===== src/design/tcse_pkg.sv =====
// ----------------------------------------------------------------------------
// tcse_pkg
// Shared types and constants of the TCP connection state engine.
// ----------------------------------------------------------------------------
package tcse_pkg;

    localparam int SOCKETS = 16;
    localparam int SW = (SOCKETS > 1) ? $clog2(SOCKETS) : 1;
    localparam int CW = $clog2(SOCKETS + 1);

    localparam logic [31:0] INIT_SEQ = 32'hBEEFCAFE;
    localparam logic [15:0] FIRST_PORT = 16'd1024;

    localparam logic [5:0] F_FIN = 6'd1;
    localparam logic [5:0] F_SYN = 6'd2;
    localparam logic [5:0] F_RST = 6'd4;
    localparam logic [5:0] F_PSH = 6'd8;
    localparam logic [5:0] F_ACK = 6'd16;

    typedef enum logic [2:0] {
        CMD_RECV = 3'd0,
        CMD_LISTEN = 3'd1,
        CMD_CONNECT = 3'd2,
        CMD_DISCONNECT = 3'd3,
        CMD_SEND = 3'd4
    } cmd_code_t;

    typedef enum logic [2:0] {
        ST_CLOSED = 3'd0,
        ST_LISTEN = 3'd1,
        ST_SYN_SENT = 3'd2,
        ST_SYN_RCVD = 3'd3,
        ST_ESTAB = 3'd4,
        ST_FIN_WAIT1 = 3'd5,
        ST_FIN_WAIT2 = 3'd6,
        ST_CLOSE_WAIT = 3'd7
    } conn_state_t;

    localparam logic [1:0] STATUS_OK = 2'd0;
    localparam logic [1:0] STATUS_FULL = 2'd1;
    localparam logic [1:0] STATUS_NOT_EST = 2'd2;
    localparam logic [1:0] STATUS_NO_MATCH = 2'd3;

    typedef struct packed {
        logic [2:0] cmd;
        logic [3:0] socket_index;
        logic [31:0] peer_ip;
        logic [31:0] own_ip;
        logic [15:0] peer_port;
        logic [15:0] own_port;
        logic [5:0] seg_flags;
        logic [31:0] seg_seq;
        logic [31:0] seg_ack;
        logic [15:0] payload_len;
        logic handler_accept;
    } item_t;

    typedef struct packed {
        logic emit_valid;
        logic [31:0] src_ip;
        logic [31:0] dst_ip;
        logic [15:0] src_port;
        logic [15:0] dst_port;
        logic [31:0] seq;
        logic [31:0] ack;
        logic [5:0] flags;
        logic [3:0] slot;
        logic [1:0] status;
        logic last;
    } result_t;

    typedef enum logic [2:0] {
        FS_IDLE,
        FS_SCAN,
        FS_PUSH
    } front_state_t;

    typedef enum logic [2:0] {
        BS_IDLE,
        BS_READ,
        BS_EXEC,
        BS_EMIT1,
        BS_EMIT2
    } back_state_t;

    // Classified command passed from the front to the back.
    typedef struct packed {
        item_t item;
        logic found;
        logic [SW-1:0] slot;
    } job_t;

    // Per-slot control status shared from the back to the front scanner.
    typedef struct packed {
        logic [SOCKETS-1:0] valid;
        logic [SOCKETS*3-1:0] state;
    } slot_ctl_t;

endpackage


===== src/design/tcse_front.sv =====
// ----------------------------------------------------------------------------
// tcse_front
// Accepts commands and, for receive, listen and connect, scans the slot table one
// entry per cycle while the back is not busy, to find the matching or free slot.
// ----------------------------------------------------------------------------
module tcse_front
    import tcse_pkg::*;
(
    input  logic clk,
    input  logic rst_n,
    input  logic push,
    output logic full,
    input  item_t in_item,
    input  slot_ctl_t ctl,
    input  logic [31:0] tab_own_ip,
    input  logic [15:0] tab_own_port,
    input  logic [31:0] tab_peer_ip,
    input  logic [15:0] tab_peer_port,
    output logic [SW-1:0] tab_addr,
    input  logic back_busy,
    input  logic q_full,
    output logic q_push,
    output job_t q_job
);

    front_state_t state_reg, state_next;
    item_t item_reg;
    logic [CW-1:0] cnt_reg, cnt_next;
    logic found_reg, found_next;
    logic [SW-1:0] slot_reg, slot_next;
    logic [SW-1:0] idx;
    logic hit;
    conn_state_t st_i;

    assign idx = cnt_reg[SW-1:0];
    assign tab_addr = idx;
    assign st_i = conn_state_t'(ctl.state[idx*3 +: 3]);

    always_comb
    begin
        hit = 1'b0;
        if (item_reg.cmd == CMD_RECV) begin
            if (ctl.valid[idx] && tab_own_port == item_reg.own_port
                && tab_own_ip == item_reg.own_ip) begin
                if (st_i == ST_LISTEN
                    && (item_reg.seg_flags & (F_SYN | F_ACK)) == F_SYN)
                    hit = 1'b1;
                else if (tab_peer_port == item_reg.peer_port
                    && tab_peer_ip == item_reg.peer_ip)
                    hit = 1'b1;
            end
        end else begin
            hit = !ctl.valid[idx];
        end
    end

    always_comb
    begin
        state_next = state_reg;
        cnt_next = cnt_reg;
        found_next = found_reg;
        slot_next = slot_reg;
        unique case (state_reg)
            FS_IDLE: begin
                if (push) begin
                    cnt_next = '0;
                    found_next = 1'b0;
                    slot_next = '0;
                    if (in_item.cmd == CMD_RECV || in_item.cmd == CMD_LISTEN
                        || in_item.cmd == CMD_CONNECT)
                        state_next = FS_SCAN;
                    else
                        state_next = FS_PUSH;
                end
            end
            FS_SCAN: begin
                // The table must not change under the scan.
                if (!back_busy) begin
                    if (hit) begin
                        found_next = 1'b1;
                        slot_next = idx;
                        state_next = FS_PUSH;
                    end else if (cnt_reg == CW'(SOCKETS - 1)) begin
                        state_next = FS_PUSH;
                    end else begin
                        cnt_next = cnt_reg + 1'b1;
                    end
                end
            end
            FS_PUSH: begin
                if (!q_full)
                    state_next = FS_IDLE;
            end
            default: state_next = FS_IDLE;
        endcase
    end

    always_comb
    begin
        full = (state_reg != FS_IDLE);
        q_push = (state_reg == FS_PUSH) && !q_full;
        q_job.item = item_reg;
        q_job.found = found_reg;
        q_job.slot = slot_reg;
    end

    always_ff @(posedge clk or negedge rst_n)
    begin
        if (!rst_n) begin
            state_reg <= FS_IDLE;
            cnt_reg <= '0;
            found_reg <= 1'b0;
            slot_reg <= '0;
        end else begin
            state_reg <= state_next;
            cnt_reg <= cnt_next;
            found_reg <= found_next;
            slot_reg <= slot_next;
        end
    end

    always_ff @(posedge clk)
    begin
        if (state_reg == FS_IDLE && push)
            item_reg <= in_item;
    end

endmodule


===== src/design/tcse_queue.sv =====
// ----------------------------------------------------------------------------
// tcse_queue
// Two-entry queue of classified commands between the front and the back.
// ----------------------------------------------------------------------------
module tcse_queue
    import tcse_pkg::*;
(
    input  logic clk,
    input  logic rst_n,
    input  logic wr,
    input  job_t wdata,
    output logic q_full,
    input  logic rd,
    output logic q_empty,
    output job_t rdata
);

    job_t mem_reg [2];
    logic wp_reg, rp_reg;
    logic [1:0] cnt_reg;

    assign q_full = (cnt_reg == 2'd2);
    assign q_empty = (cnt_reg == 2'd0);
    assign rdata = mem_reg[rp_reg];

    always_ff @(posedge clk or negedge rst_n)
    begin
        if (!rst_n) begin
            wp_reg <= 1'b0;
            rp_reg <= 1'b0;
            cnt_reg <= 2'd0;
        end else begin
            if (wr)
                wp_reg <= ~wp_reg;
            if (rd)
                rp_reg <= ~rp_reg;
            cnt_reg <= cnt_reg + {1'b0, wr} - {1'b0, rd};
        end
    end

    always_ff @(posedge clk)
    begin
        if (wr)
            mem_reg[wp_reg] <= wdata;
    end

`ifndef SYNTHESIS
    a_no_overflow: assert property (@(posedge clk) disable iff (!rst_n)
        q_full |-> !wr) else $error("queue overflow");
    a_no_underflow: assert property (@(posedge clk) disable iff (!rst_n)
        q_empty |-> !rd) else $error("queue underflow");
    a_count: assert property (@(posedge clk) disable iff (!rst_n)
        cnt_reg != 2'd3) else $error("queue count out of range");
`endif

endmodule


===== src/design/tcse_back.sv =====
// ----------------------------------------------------------------------------
// tcse_back
// Holds the socket table and carries out each classified command, producing
// one or two result descriptors.
// ----------------------------------------------------------------------------
module tcse_back
    import tcse_pkg::*;
(
    input  logic clk,
    input  logic rst_n,
    input  logic cfg_we,
    input  logic [31:0] cfg_wdata,
    input  logic q_empty,
    input  job_t q_job,
    output logic q_pop,
    output logic busy,
    output slot_ctl_t ctl,
    input  logic [SW-1:0] tab_addr,
    output logic [31:0] tab_own_ip,
    output logic [15:0] tab_own_port,
    output logic [31:0] tab_peer_ip,
    output logic [15:0] tab_peer_port,
    output logic r_valid,
    output result_t r_data,
    input  logic r_take
);

    back_state_t state_reg, state_next;
    logic [31:0] local_ip_reg;
    logic [15:0] next_port_reg;
    logic [SOCKETS-1:0] valid_reg;
    conn_state_t cst_reg [SOCKETS];
    logic [31:0] own_ip_mem [SOCKETS];
    logic [15:0] own_port_mem [SOCKETS];
    logic [31:0] peer_ip_mem [SOCKETS];
    logic [15:0] peer_port_mem [SOCKETS];
    logic [31:0] seq_mem [SOCKETS];
    logic [31:0] ack_mem [SOCKETS];

    job_t job_reg;
    logic [31:0] r_oip, r_pip, r_seq, r_ack;
    logic [15:0] r_oport, r_pport;
    conn_state_t r_st;
    result_t res1_reg, res2_reg;
    logic two_reg;

    // Execution results, computed in the execute step.
    logic wr_en, wr_valid;
    conn_state_t wr_st;
    logic [31:0] w_oip, w_pip, w_seq, w_ack;
    logic [15:0] w_oport, w_pport;
    logic bump_port;
    result_t e1, e2;
    logic etwo;

    logic [SW-1:0] js;
    logic idx_ok;
    item_t it;

    assign js = job_reg.slot;
    assign it = job_reg.item;
    assign idx_ok = ({1'b0, it.socket_index} < 5'(SOCKETS))
        && valid_reg[it.socket_index[SW-1:0]];

    genvar g;
    generate
        for (g = 0; g < SOCKETS; g++) begin : g_ctl
            assign ctl.state[g*3 +: 3] = cst_reg[g];
        end
    endgenerate
    assign ctl.valid = valid_reg;

    assign tab_own_ip = own_ip_mem[tab_addr];
    assign tab_own_port = own_port_mem[tab_addr];
    assign tab_peer_ip = peer_ip_mem[tab_addr];
    assign tab_peer_port = peer_port_mem[tab_addr];

    function automatic logic [SW-1:0] job_addr();
        return (job_reg.item.cmd == CMD_DISCONNECT || job_reg.item.cmd == CMD_SEND)
            ? job_reg.item.socket_index[SW-1:0] : job_reg.slot;
    endfunction

    always_comb
    begin
        logic [SW-1:0] a;
        logic [5:0] fl;
        logic reset, data;
        conn_state_t st;
        result_t base, h1, h2;
        logic [1:0] n;
        a = (it.cmd == CMD_DISCONNECT || it.cmd == CMD_SEND)
            ? it.socket_index[SW-1:0] : js;
        fl = it.seg_flags;
        reset = 1'b0;
        data = 1'b0;
        n = 2'd0;
        wr_en = 1'b0;
        wr_valid = 1'b1;
        wr_st = r_st;
        w_oip = r_oip;
        w_pip = r_pip;
        w_oport = r_oport;
        w_pport = r_pport;
        w_seq = r_seq;
        w_ack = r_ack;
        bump_port = 1'b0;
        base = '0;
        base.slot = 4'(a);
        base.status = STATUS_OK;
        h1 = base;
        h2 = base;
        st = r_st;
        case (it.cmd)
            CMD_RECV: begin
                if (!job_reg.found) begin
                    base.slot = 4'd0;
                    base.status = STATUS_NO_MATCH;
                    h1 = base;
                    if (!fl[2]) begin
                        h1.emit_valid = 1'b1;
                        h1.src_ip = it.own_ip;
                        h1.dst_ip = it.peer_ip;
                        h1.src_port = it.own_port;
                        h1.dst_port = it.peer_port;
                        h1.seq = it.seg_ack;
                        h1.ack = it.seg_seq + 32'd1;
                        h1.flags = F_RST;
                    end
                end else begin
                    wr_en = 1'b1;
                    if (fl[2])
                        st = ST_CLOSED;
                    if (st != ST_CLOSED) begin
                        case (fl & (F_SYN | F_ACK | F_FIN))
                            F_SYN: begin
                                if (st == ST_LISTEN) begin
                                    st = ST_SYN_RCVD;
                                    w_pport = it.peer_port;
                                    w_pip = it.peer_ip;
                                    w_ack = it.seg_seq + 32'd1;
                                    h1.emit_valid = 1'b1;
                                    h1.seq = INIT_SEQ;
                                    h1.ack = w_ack;
                                    h1.flags = F_SYN | F_ACK;
                                    n = 2'd1;
                                    w_seq = INIT_SEQ + 32'd1;
                                end else
                                    reset = 1'b1;
                            end
                            F_SYN | F_ACK: begin
                                if (st == ST_SYN_SENT) begin
                                    st = ST_ESTAB;
                                    w_ack = it.seg_seq + 32'd1;
                                    w_seq = r_seq + 32'd1;
                                    h1.emit_valid = 1'b1;
                                    h1.seq = w_seq;
                                    h1.ack = w_ack;
                                    h1.flags = F_ACK;
                                    n = 2'd1;
                                end else
                                    reset = 1'b1;
                            end
                            F_SYN | F_FIN, F_SYN | F_FIN | F_ACK: reset = 1'b1;
                            F_FIN, F_FIN | F_ACK: begin
                                if (st == ST_ESTAB) begin
                                    st = ST_CLOSE_WAIT;
                                    w_ack = r_ack + 32'd1;
                                    h1.emit_valid = 1'b1;
                                    h1.seq = r_seq;
                                    h1.ack = w_ack;
                                    h1.flags = F_ACK;
                                    h2 = h1;
                                    h2.flags = F_FIN | F_ACK;
                                    n = 2'd2;
                                end else if (st == ST_CLOSE_WAIT) begin
                                    st = ST_CLOSED;
                                end else if (st == ST_FIN_WAIT1
                                    || st == ST_FIN_WAIT2) begin
                                    st = ST_CLOSED;
                                    w_ack = r_ack + 32'd1;
                                    h1.emit_valid = 1'b1;
                                    h1.seq = r_seq;
                                    h1.ack = w_ack;
                                    h1.flags = F_ACK;
                                    n = 2'd1;
                                end else
                                    reset = 1'b1;
                            end
                            F_ACK: begin
                                if (st == ST_SYN_RCVD)
                                    st = ST_ESTAB;
                                else if (st == ST_FIN_WAIT1)
                                    st = ST_FIN_WAIT2;
                                else if (st == ST_CLOSE_WAIT)
                                    st = ST_CLOSED;
                                else if (fl != F_ACK)
                                    data = 1'b1;
                            end
                            default: data = 1'b1;
                        endcase
                        if (data) begin
                            if (it.seg_seq == r_ack && it.handler_accept) begin
                                w_ack = r_ack + {16'd0, it.payload_len};
                                h1.emit_valid = 1'b1;
                                h1.seq = r_seq;
                                h1.ack = w_ack;
                                h1.flags = F_ACK;
                                n = 2'd1;
                            end else
                                reset = 1'b1;
                        end
                    end
                    if (reset) begin
                        h2 = base;
                        h2.emit_valid = 1'b1;
                        h2.seq = w_seq;
                        h2.ack = w_ack;
                        h2.flags = F_RST;
                        if (n == 2'd0)
                            h1 = h2;
                        n = n + 2'd1;
                    end
                    wr_st = st;
                    wr_valid = (st != ST_CLOSED);
                end
            end
            CMD_LISTEN, CMD_CONNECT: begin
                if (!job_reg.found) begin
                    base.slot = 4'd0;
                    base.status = STATUS_FULL;
                    h1 = base;
                end else begin
                    wr_en = 1'b1;
                    w_oip = local_ip_reg;
                    w_ack = '0;
                    if (it.cmd == CMD_LISTEN) begin
                        wr_st = ST_LISTEN;
                        w_oport = it.own_port;
                        w_pip = '0;
                        w_pport = '0;
                        w_seq = '0;
                    end else begin
                        wr_st = ST_SYN_SENT;
                        w_oport = next_port_reg;
                        w_pip = it.peer_ip;
                        w_pport = it.peer_port;
                        w_seq = INIT_SEQ;
                        bump_port = 1'b1;
                        h1.emit_valid = 1'b1;
                        h1.seq = INIT_SEQ;
                        h1.ack = '0;
                        h1.flags = F_SYN;
                        n = 2'd1;
                    end
                end
            end
            CMD_DISCONNECT: begin
                if (!idx_ok) begin
                    base.slot = 4'd0;
                    base.status = STATUS_NO_MATCH;
                    h1 = base;
                end else begin
                    wr_en = 1'b1;
                    if (r_st == ST_LISTEN) begin
                        wr_st = ST_CLOSED;
                        wr_valid = 1'b0;
                    end else begin
                        wr_st = ST_FIN_WAIT1;
                        h1.emit_valid = 1'b1;
                        h1.seq = r_seq;
                        h1.ack = r_ack;
                        h1.flags = F_FIN | F_ACK;
                        n = 2'd1;
                        w_seq = r_seq + 32'd1;
                    end
                end
            end
            CMD_SEND: begin
                base.slot = it.socket_index;
                if (!idx_ok || r_st != ST_ESTAB) begin
                    base.status = STATUS_NOT_EST;
                    h1 = base;
                end else begin
                    wr_en = 1'b1;
                    h1 = base;
                    h1.emit_valid = 1'b1;
                    h1.seq = r_seq;
                    h1.ack = r_ack;
                    h1.flags = F_PSH | F_ACK;
                    n = 2'd1;
                    w_seq = r_seq + {16'd0, it.payload_len};
                end
            end
            default: h1 = base;
        endcase
        if (h1.emit_valid) begin
            h1.src_ip = (it.cmd == CMD_RECV && !job_reg.found) ? h1.src_ip : w_oip;
            h1.dst_ip = (it.cmd == CMD_RECV && !job_reg.found) ? h1.dst_ip : w_pip;
            h1.src_port = (it.cmd == CMD_RECV && !job_reg.found)
                ? h1.src_port : w_oport;
            h1.dst_port = (it.cmd == CMD_RECV && !job_reg.found)
                ? h1.dst_port : w_pport;
        end
        h2.src_ip = w_oip;
        h2.dst_ip = w_pip;
        h2.src_port = w_oport;
        h2.dst_port = w_pport;
        etwo = (n == 2'd2);
        h1.last = !etwo;
        h2.last = 1'b1;
        e1 = h1;
        e2 = h2;
    end

    always_comb
    begin
        state_next = state_reg;
        unique case (state_reg)
            BS_IDLE: if (!q_empty) state_next = BS_READ;
            BS_READ: state_next = BS_EXEC;
            BS_EXEC: state_next = BS_EMIT1;
            BS_EMIT1: if (r_take) state_next = two_reg ? BS_EMIT2 : BS_IDLE;
            BS_EMIT2: if (r_take) state_next = BS_IDLE;
            default: state_next = BS_IDLE;
        endcase
    end

    // The table is about to change while a queued command waits or one executes.
    always_comb
    begin
        q_pop = (state_reg == BS_IDLE) && !q_empty;
        busy = (state_reg == BS_READ) || (state_reg == BS_EXEC) || !q_empty;
        r_valid = (state_reg == BS_EMIT1) || (state_reg == BS_EMIT2);
        r_data = (state_reg == BS_EMIT2) ? res2_reg : res1_reg;
    end

    always_ff @(posedge clk or negedge rst_n)
    begin
        if (!rst_n) begin
            state_reg <= BS_IDLE;
            local_ip_reg <= '0;
            next_port_reg <= FIRST_PORT;
            valid_reg <= '0;
            for (int i = 0; i < SOCKETS; i++)
                cst_reg[i] <= ST_CLOSED;
        end else begin
            state_reg <= state_next;
            if (cfg_we)
                local_ip_reg <= cfg_wdata;
            if (state_reg == BS_EXEC) begin
                if (bump_port)
                    next_port_reg <= next_port_reg + 16'd1;
                if (wr_en) begin
                    cst_reg[job_addr()] <= wr_st;
                    valid_reg[job_addr()] <= wr_valid;
                end
            end
        end
    end

    always_ff @(posedge clk)
    begin
        if (q_pop)
            job_reg <= q_job;
        if (state_reg == BS_READ) begin
            r_oip <= own_ip_mem[job_addr()];
            r_oport <= own_port_mem[job_addr()];
            r_pip <= peer_ip_mem[job_addr()];
            r_pport <= peer_port_mem[job_addr()];
            r_seq <= seq_mem[job_addr()];
            r_ack <= ack_mem[job_addr()];
            r_st <= cst_reg[job_addr()];
        end
        if (state_reg == BS_EXEC) begin
            res1_reg <= e1;
            res2_reg <= e2;
            two_reg <= etwo;
            if (wr_en) begin
                own_ip_mem[job_addr()] <= w_oip;
                own_port_mem[job_addr()] <= w_oport;
                peer_ip_mem[job_addr()] <= w_pip;
                peer_port_mem[job_addr()] <= w_pport;
                seq_mem[job_addr()] <= w_seq;
                ack_mem[job_addr()] <= w_ack;
            end
        end
    end

`ifndef SYNTHESIS
    a_pop_idle: assert property (@(posedge clk) disable iff (!rst_n)
        q_pop |=> state_reg == BS_READ) else $error("pop without read");
    a_emit2_last: assert property (@(posedge clk) disable iff (!rst_n)
        state_reg == BS_EMIT2 |-> r_data.last) else $error("second result not last");
    a_emit1_two: assert property (@(posedge clk) disable iff (!rst_n)
        (state_reg == BS_EMIT1 && two_reg) |-> !r_data.last)
        else $error("first of two marked last");
`endif

endmodule


===== src/design/tcp_connection_state_engine.sv =====
// ----------------------------------------------------------------------------
// tcp_connection_state_engine
// TCP offload connection state engine with a sixteen-slot socket table.
// ----------------------------------------------------------------------------
// Receive, listen and connect scan the slot table one slot per cycle in the front
// part, while the back is not busy, until the first hit or the last slot; then
// the back part reads the slot, executes and delivers one or two results.
// The front may scan the next command while the back delivers results.
module tcp_connection_state_engine
    import tcse_pkg::*;
(
    input  logic clk,
    input  logic rst_n,
    input  logic cfg_we,
    input  logic [31:0] cfg_wdata,
    input  logic push,
    output logic full,
    input  logic [2:0] cmd,
    input  logic [3:0] socket_index,
    input  logic [31:0] peer_ip,
    input  logic [31:0] own_ip,
    input  logic [15:0] peer_port,
    input  logic [15:0] own_port,
    input  logic [5:0] seg_flags,
    input  logic [31:0] seg_seq,
    input  logic [31:0] seg_ack,
    input  logic [15:0] payload_len,
    input  logic handler_accept,
    output logic empty,
    input  logic pop,
    output logic emit_valid,
    output logic [31:0] out_src_ip,
    output logic [31:0] out_dst_ip,
    output logic [15:0] out_src_port,
    output logic [15:0] out_dst_port,
    output logic [31:0] out_seq,
    output logic [31:0] out_ack,
    output logic [5:0] out_flags,
    output logic [3:0] slot_out,
    output logic [1:0] status,
    output logic last
);

    item_t in_item;
    slot_ctl_t ctl;
    logic [SW-1:0] tab_addr;
    logic [31:0] t_oip, t_pip;
    logic [15:0] t_oport, t_pport;
    logic back_busy, q_full, q_push, q_empty, q_pop, r_valid;
    job_t fj, qj;
    result_t r;

    assign in_item = '{cmd: cmd, socket_index: socket_index, peer_ip: peer_ip,
        own_ip: own_ip, peer_port: peer_port, own_port: own_port,
        seg_flags: seg_flags, seg_seq: seg_seq, seg_ack: seg_ack,
        payload_len: payload_len, handler_accept: handler_accept};

    tcse_front u_front (
        .clk(clk), .rst_n(rst_n), .push(push), .full(full), .in_item(in_item),
        .ctl(ctl), .tab_own_ip(t_oip), .tab_own_port(t_oport),
        .tab_peer_ip(t_pip), .tab_peer_port(t_pport), .tab_addr(tab_addr),
        .back_busy(back_busy), .q_full(q_full), .q_push(q_push), .q_job(fj)
    );

    tcse_queue u_queue (
        .clk(clk), .rst_n(rst_n), .wr(q_push), .wdata(fj), .q_full(q_full),
        .rd(q_pop), .q_empty(q_empty), .rdata(qj)
    );

    tcse_back u_back (
        .clk(clk), .rst_n(rst_n), .cfg_we(cfg_we), .cfg_wdata(cfg_wdata),
        .q_empty(q_empty), .q_job(qj), .q_pop(q_pop), .busy(back_busy),
        .ctl(ctl), .tab_addr(tab_addr), .tab_own_ip(t_oip),
        .tab_own_port(t_oport), .tab_peer_ip(t_pip), .tab_peer_port(t_pport),
        .r_valid(r_valid), .r_data(r), .r_take(pop)
    );

    assign empty = !r_valid;
    assign emit_valid = r.emit_valid;
    assign out_src_ip = r.src_ip;
    assign out_dst_ip = r.dst_ip;
    assign out_src_port = r.src_port;
    assign out_dst_port = r.dst_port;
    assign out_seq = r.seq;
    assign out_ack = r.ack;
    assign out_flags = r.flags;
    assign slot_out = r.slot;
    assign status = r.status;
    assign last = r.last;

endmodule

===== config.mk =====
export PLATFORM = sky130hd
export DESIGN_NAME = tcp_connection_state_engine
export DESIGN_NICKNAME = d
export VERILOG_FILES = /design/src/design/tcse_pkg.sv /design/src/design/tcse_front.sv /design/src/design/tcse_queue.sv /design/src/design/tcse_back.sv /design/src/design/tcp_connection_state_engine.sv
export SDC_FILE = /design/constraint.sdc
export NUM_CORES = 2
export LEC_CHECK = 0
export BUFFER_PORTS_ARGS = -buffer_cell sky130_fd_sc_hd__buf_2
export CELL_PAD_IN_SITES_DETAIL_PLACEMENT = 0
export CELL_PAD_IN_SITES_GLOBAL_PLACEMENT = 1
export CORE_UTILIZATION = 45
export DETAILED_ROUTE_END_ITERATION = 12
export MAX_ROUTING_LAYER = met4
export PLACE_DENSITY = 0.68
export SLEW_MARGIN = 20
export SYNTH_ARGS = -nofsm -noshare
export SYNTH_HDL_FRONTEND = slang
export SYNTH_SLANG_ARGS = --single-unit

===== constraint.sdc =====
create_clock -name clk -period 50 [get_ports clk]
set_clock_uncertainty 0.2 [all_clocks]
set_input_delay 7.5 -clock clk [delete_from_list [all_inputs] [get_ports clk]]
set_output_delay 7.5 -clock clk [all_outputs]
set_load 0.05 [all_outputs]

# Word-level counts from Yosys, hierarchy flattened
# Memories as Yosys holds them, arrays and structs flattened. A register that Yosys moved wholly into a read port is not among the register bits.
# Index checks and enable logic that the tools add are counted.
[totals] n_memories=7 mem_bits_rw=2950 regBits=673 word_cells=396
[memory_table] memory="u_back.ack_mem" words=16 word_bits=32 rd=1 rd_ports_with_merged_regs=1 write_ports=1 line="tcse_back.sv:38" rtl="logic [31:0] ack_mem [SOCKETS];"
[memory_table] memory="u_back.own_ip_mem" words=16 word_bits=32 rd=2 rd_ports_with_merged_regs=1 write_ports=1 line="tcse_back.sv:33" rtl="logic [31:0] own_ip_mem [SOCKETS];"
[memory_table] memory="u_back.peer_ip_mem" words=16 word_bits=32 rd=2 rd_ports_with_merged_regs=1 write_ports=1 line="tcse_back.sv:35" rtl="logic [31:0] peer_ip_mem [SOCKETS];"
[memory_table] memory="u_back.seq_mem" words=16 word_bits=32 rd=1 rd_ports_with_merged_regs=1 write_ports=1 line="tcse_back.sv:37" rtl="logic [31:0] seq_mem [SOCKETS];"
[memory_table] memory="u_queue.mem_reg" words=2 word_bits=195 rd=1 rd_ports_with_merged_regs=1 write_ports=1 line="tcse_queue.sv:18" rtl="job_t mem_reg [2];"
[memory_table] memory="u_back.own_port_mem" words=16 word_bits=16 rd=2 rd_ports_with_merged_regs=1 write_ports=1 line="tcse_back.sv:34" rtl="logic [15:0] own_port_mem [SOCKETS];"
[memory_table] memory="+1 memories"
[op_classes] addsub=10 reduce_logical=50 magnitude_cmp=6 n_eq_ne=49 bitwise=7 mul=1 shift=1 mux=203
[op_table] op="$mux W174" n=9
[op_table] op="$mux W32" n=29
[op_table] op="$mux W70" n=12
[op_table] op="$pmux W174 S4" n=1
[op_table] op="$pmux W70 S3" n=1
[op_table] op="$pmux W32 S2" n=3
[op_table] op="$mux W16" n=11
[op_table] op="$mux W167" n=1
[op_table] op="$pmux W32 S4" n=1
[op_table] op="$add A32 B1 Y32 const B" n=3
[op_table] op="$eq A32 B32 Y1" n=3
[op_table] op="$mux W96" n=1
[op_table] op="$pmux W32 S3" n=1
[op_table] op="$mux W3" n=30
[op_table] op="$add A32 B16 Y32" n=2
[op_table] op="$mux W1" n=56
[op_table] op="$bwmux W48" n=1
[op_table] op="$shiftx A48 B7 Y3" n=1
[op_table] op="$eq A16 B16 Y1" n=2
[op_table] op="$pmux W16 S2" n=1
[op_table] op="$eq A3 B2 Y1 const B" n=10
[op_table] op="$eq A3 B3 Y1 const B" n=10
[op_table] op="$mux W7" n=4
[op_table] op="$mux W2" n=13
[op_table] op="53 further kinds" n=121

# Depth between registers and ports, before layout
[depth] depth_word=22 ltp_mapped=21 depth_no_buf=15

# Cells and area by module
# Synthesis repeated with hierarchy kept, for this count alone.
[hier_totals] cells_unflattened=13226 area_unflattened_um2=176161.5
[by_module_without_submodules] module="tcse_back" area_per_inst_um2=153397.1 cells_each=12148 instances=1
[by_module_without_submodules] module="tcse_queue" area_per_inst_um2=14845.5 cells_each=622 instances=1
[by_module_without_submodules] module="tcse_front" area_per_inst_um2=7915.1 cells_each=455 instances=1
[by_module_without_submodules] module="tcp_connection_state_engine" area_per_inst_um2=3.8 cells_each=1 instances=1

# Worst setup path before layout
# OpenSTA, ideal clock, no wires.
[synth_path] path_type="reg-to-reg" from="register u_back.state_reg[2]" to="memory u_back.ack_mem[0][0] (enable)" slack_ns=16.076 setup_ns=0.513 t_required_ns=49.287 n_path_buf=1 arrival_time_ns=33.210 path_stages_with_launch=7 synth_period_minus_slack_ns=33.924 cell_sequence="dfrtp_1 clkbuf_1 nor3b_1 o211ai_1 nor3_1 nand3_1 inv_1"
[synth_via] elab_chain_len=3
[synth_lines] element="start, declared" line="tcse_back.sv:28" rtl="back_state_t state_reg, state_next;"
[synth_lines] element="start signal, assigned" line="tcse_back.sv:347" rtl="state_reg <= state_next;"
[synth_lines] element="$eq A3 B2 Y1" line="tcse_back.sv:374" rtl="if (state_reg == BS_EXEC) begin"
[synth_lines] element="$mux W1" line="tcse_back.sv:374"
[synth_lines] element="$mux W1 (not written as such)" line="tcse_back.sv:384" rtl="ack_mem[job_addr()] <= w_ack;"
[synth_lines] element="end, declared" line="tcse_back.sv:38"
# No other way between the ends.

# Worst setup path in the final report
[layout_path] from="register u_back.state_reg[2]" to="output out_dst_ip[3]"
[layout_via] elab_chain_len=2
[layout_lines] element="$eq A3 B3 Y1" line="tcse_back.sv:334" rtl="r_data = (state_reg == BS_EMIT2) ? res2_reg : res1_reg;"
[layout_lines] element="$mux W174" line="tcse_back.sv:334"
[layout_lines] element="end, declared" line="tcp_connection_state_engine.sv:33" rtl="output logic [31:0] out_dst_ip,"
# No other way between the ends.

==> summary.txt <==
Final layout
  – Area Overhead vs Synth: 11.9%
  – FILL cells: 33.2k
  – Leading cell types in the layout, fill and taps excluded: 3839 x edfxtp_1, 3455 x nand2_1, 739 x nand3_1
  – Multi-input gate area: 54300 sq um
  – Most common cell after layout, fill and taps aside: edfxtp_1
  – Register area: 119000 sq um
  – Nets: 14.0k
  – Share of cells above drive strength 1: 0.147

Timing
  – Slew HR: 0.188
  – Final setup vio count: 0
  – Unrepaired setup endpoints after global routing: no
  – F_max: 0.0878 GHz
  – Post-layout min period: 11390 ps
  – Final Hold Fails: 0
  – Period utilization: 0.228
  – Final setup TNS: 0 ps
  – Worst-Margin Slew: 1220 ps
  – Max-slew violations: 0

Clocking
  – Post-CTS Resized: 0
  – Clk root buf: clkbuf_16
  – CTS Sinks: 3970
  – CTS Hold Bufs: 0
  – Clk_lat worst skew: 1020 ps
  – # H-tree levels: 5
  – Worst-path clk slew: 60 ps
  – Clk buf depth: 4
  – TritonCTS clock tree: yes
  – TritonCTS buffer count: 419
  – Setup Fix Bufs, Post-CTS: 0

Place
  – RD Place Congestion: 0.940
  – Buffers on Ports: 401
  – Hpwl dp: 362 mm

Synthesis
  – Yosys reg bits: 3970
  – Syn_area_per_cell: 13.0 sq um
  – Syn Std Cell Area: 177000 sq um
  – Post-synth top flop: edfxtp_1
  – Number of flops mapped to enable cells by yosys: 3839
  – Register area share after synthesis: 0.669
  – Number of distinct library cells after synthesis: 94
  – Largest area contributor in the netlist: edfxtp_1
  – Synth warn: 0
  – Mapped Nets: 13.9k
  – FFs w/ async S/R, synth: 0.0330
  – Synth top area share: 0.650
  – Gate Count Post-Synth: 13.6k
  – Main area contributors after synthesis: edfxtp_1 65%, nand2_1 7.3%, mux4_2 4.5%

Worst setup path
  – Data required, critical path: 42300 ps
  – CP arrival: 3690 ps
  – CP Launch Type: register
  – CP Max Fanout: 121
  – CP Capture Type: primary output
  – Critical path class: register to primary output

Global routing
  – Vias in the first global route: 116k
  – Largest net degree at the start of global routing: 179
  – First-pass GRT wire length: 851 mm
  – Initial antenna violation count: 34
  – Grt ovf: 0
  – All-Layer GR Usage: 0.304

Power
  – Peak supply drop: 41.3 uV
  – Leak: 68.3 nW
  – Pwr Total: 12.4 mW
  – Pwr/cell area: 62.7 nW/um^2

Floorplan
  – Starting Density: 0.452
  – Core area: 392000 sq um
  – Core Rows: 230
  – Die W: 630 microns
  – Die area: 396000 sq um
  – Num ports: 403
  – Die height: 630 microns

Detailed routing
  – Number of DRC markers in iteration 0: 16.8k
  – Avg WL per Cell: 31.1 microns
  – DRC: 0
  – Overall routed net length: 602 mm
  – Via count: 123k
  – Antenna viol nets, final: 0
  – DRT Pass-1 Iters: 9
  – Via/cell ratio: 6.33

Job
  – Max-Cap Viols: 0

Hold path
  – Worst hold path type: register to register

Run status
  – Status: finished, final reports clean
## layer usage
metal | vias up | routed length (microns) | track usage
li1 | 51900 | - | -
met1 | 62600 | 257000 | 0.441
met2 | 7143 | 264000 | 0.440
met3 | 1042 | 58800 | 0.0449
met4 | 0 | 22000 | 0.0998
met5 | - | 0 | -
## cells in the mapped netlist (all sizes together), types with 101 or more instances
cell type  number
a21oi         405
mux2          278
nand3         739
a311oi        495
a31oi         225
mux4          365
dfrtp         130
mux2i         218
xor2          101
xnor2         183
clkbuf        841
a22o          184
edfxtp       3839
buf           175
and3          358
nor2          344
o21ai         301
nand2        3461
## per-stage QoR
stage	cells	setup WS [ps]	hold slack, ps	area [sq um]	util
2_1_floorplan	13600	16080	221	177000	-
3_3_place_gp	18600	39440	227	184000	0.470
3_5_place_dp	18600	39360	230	185000	0.470
4_1_cts	19300	38500	243	198000	0.505
5_1_grt	19400	38380	248	198000	0.505
6_report	19400	38610	247	198000	0.505
## cell families (layout without fill, tap and decap cells)
| family | count (synthesis) | in the layout | synth area share |
|---|---|---|---|
| fa+ha+maj | 51 | 51 | 0.00369 |
| mux | 861 | 861 | 0.0765 |
| compound gates | 2148 | 2148 | 0.0854 |
| xor+xnor | 284 | 284 | 0.0140 |
| flops | 3970 | 3970 | 0.669 |
| buf+inv | 1115 | 1593 | 0.0262 |
| simple gates | 5211 | 5211 | 0.125 |
| other cells | 1 | 32 | 0.0000212 |
## worst max-delay path, cell delays in order, from the launching register on
cell and delay (ps):
dfrtp_1 550, inv_1 130, nor3_2 270, buf_12 450, buf_4 590, nand2_1 140
nand2_1 100, buf_2 260
## final cells by class
class                      count  area share
multi-input combinational   8556       0.274
clock buffer                 521      0.0559
tap                         5220      0.0329
antenna                       31    0.000391
inverter                      99     0.00269
sequential                  3970       0.598
timing repair buffer         720      0.0232
clock inverter               253      0.0127
## final timing paths
path,startpoint,endpoint,slack (ps),depth (start not counted)
max reg2reg,u_back.it[187],u_back.r_ack[23],41700,13
min,u_front.q_job[19],u_queue.mem_reg[0][19],250,0
max in group asynchronous,rst_n,u_queue.rp_reg,41450,3
min in group asynchronous,rst_n,u_back.local_ip_reg[5],6260,1
max,u_back.state_reg[2],out_dst_ip[3],38610,7
min reg2reg,u_front.q_job[19],u_queue.mem_reg[0][19],250,0
## report_power, final
group / switching, mW / total, mW / internal (mW)
Sequential: 0.317 / 4.89 / 4.57
Combinational: 3.20 / 4.44 / 1.24
Clock: 1.33 / 3.11 / 1.78
Total: 4.85 / 12.4 / 7.59
No activity file was read; power rests on OpenSTA's default activity.
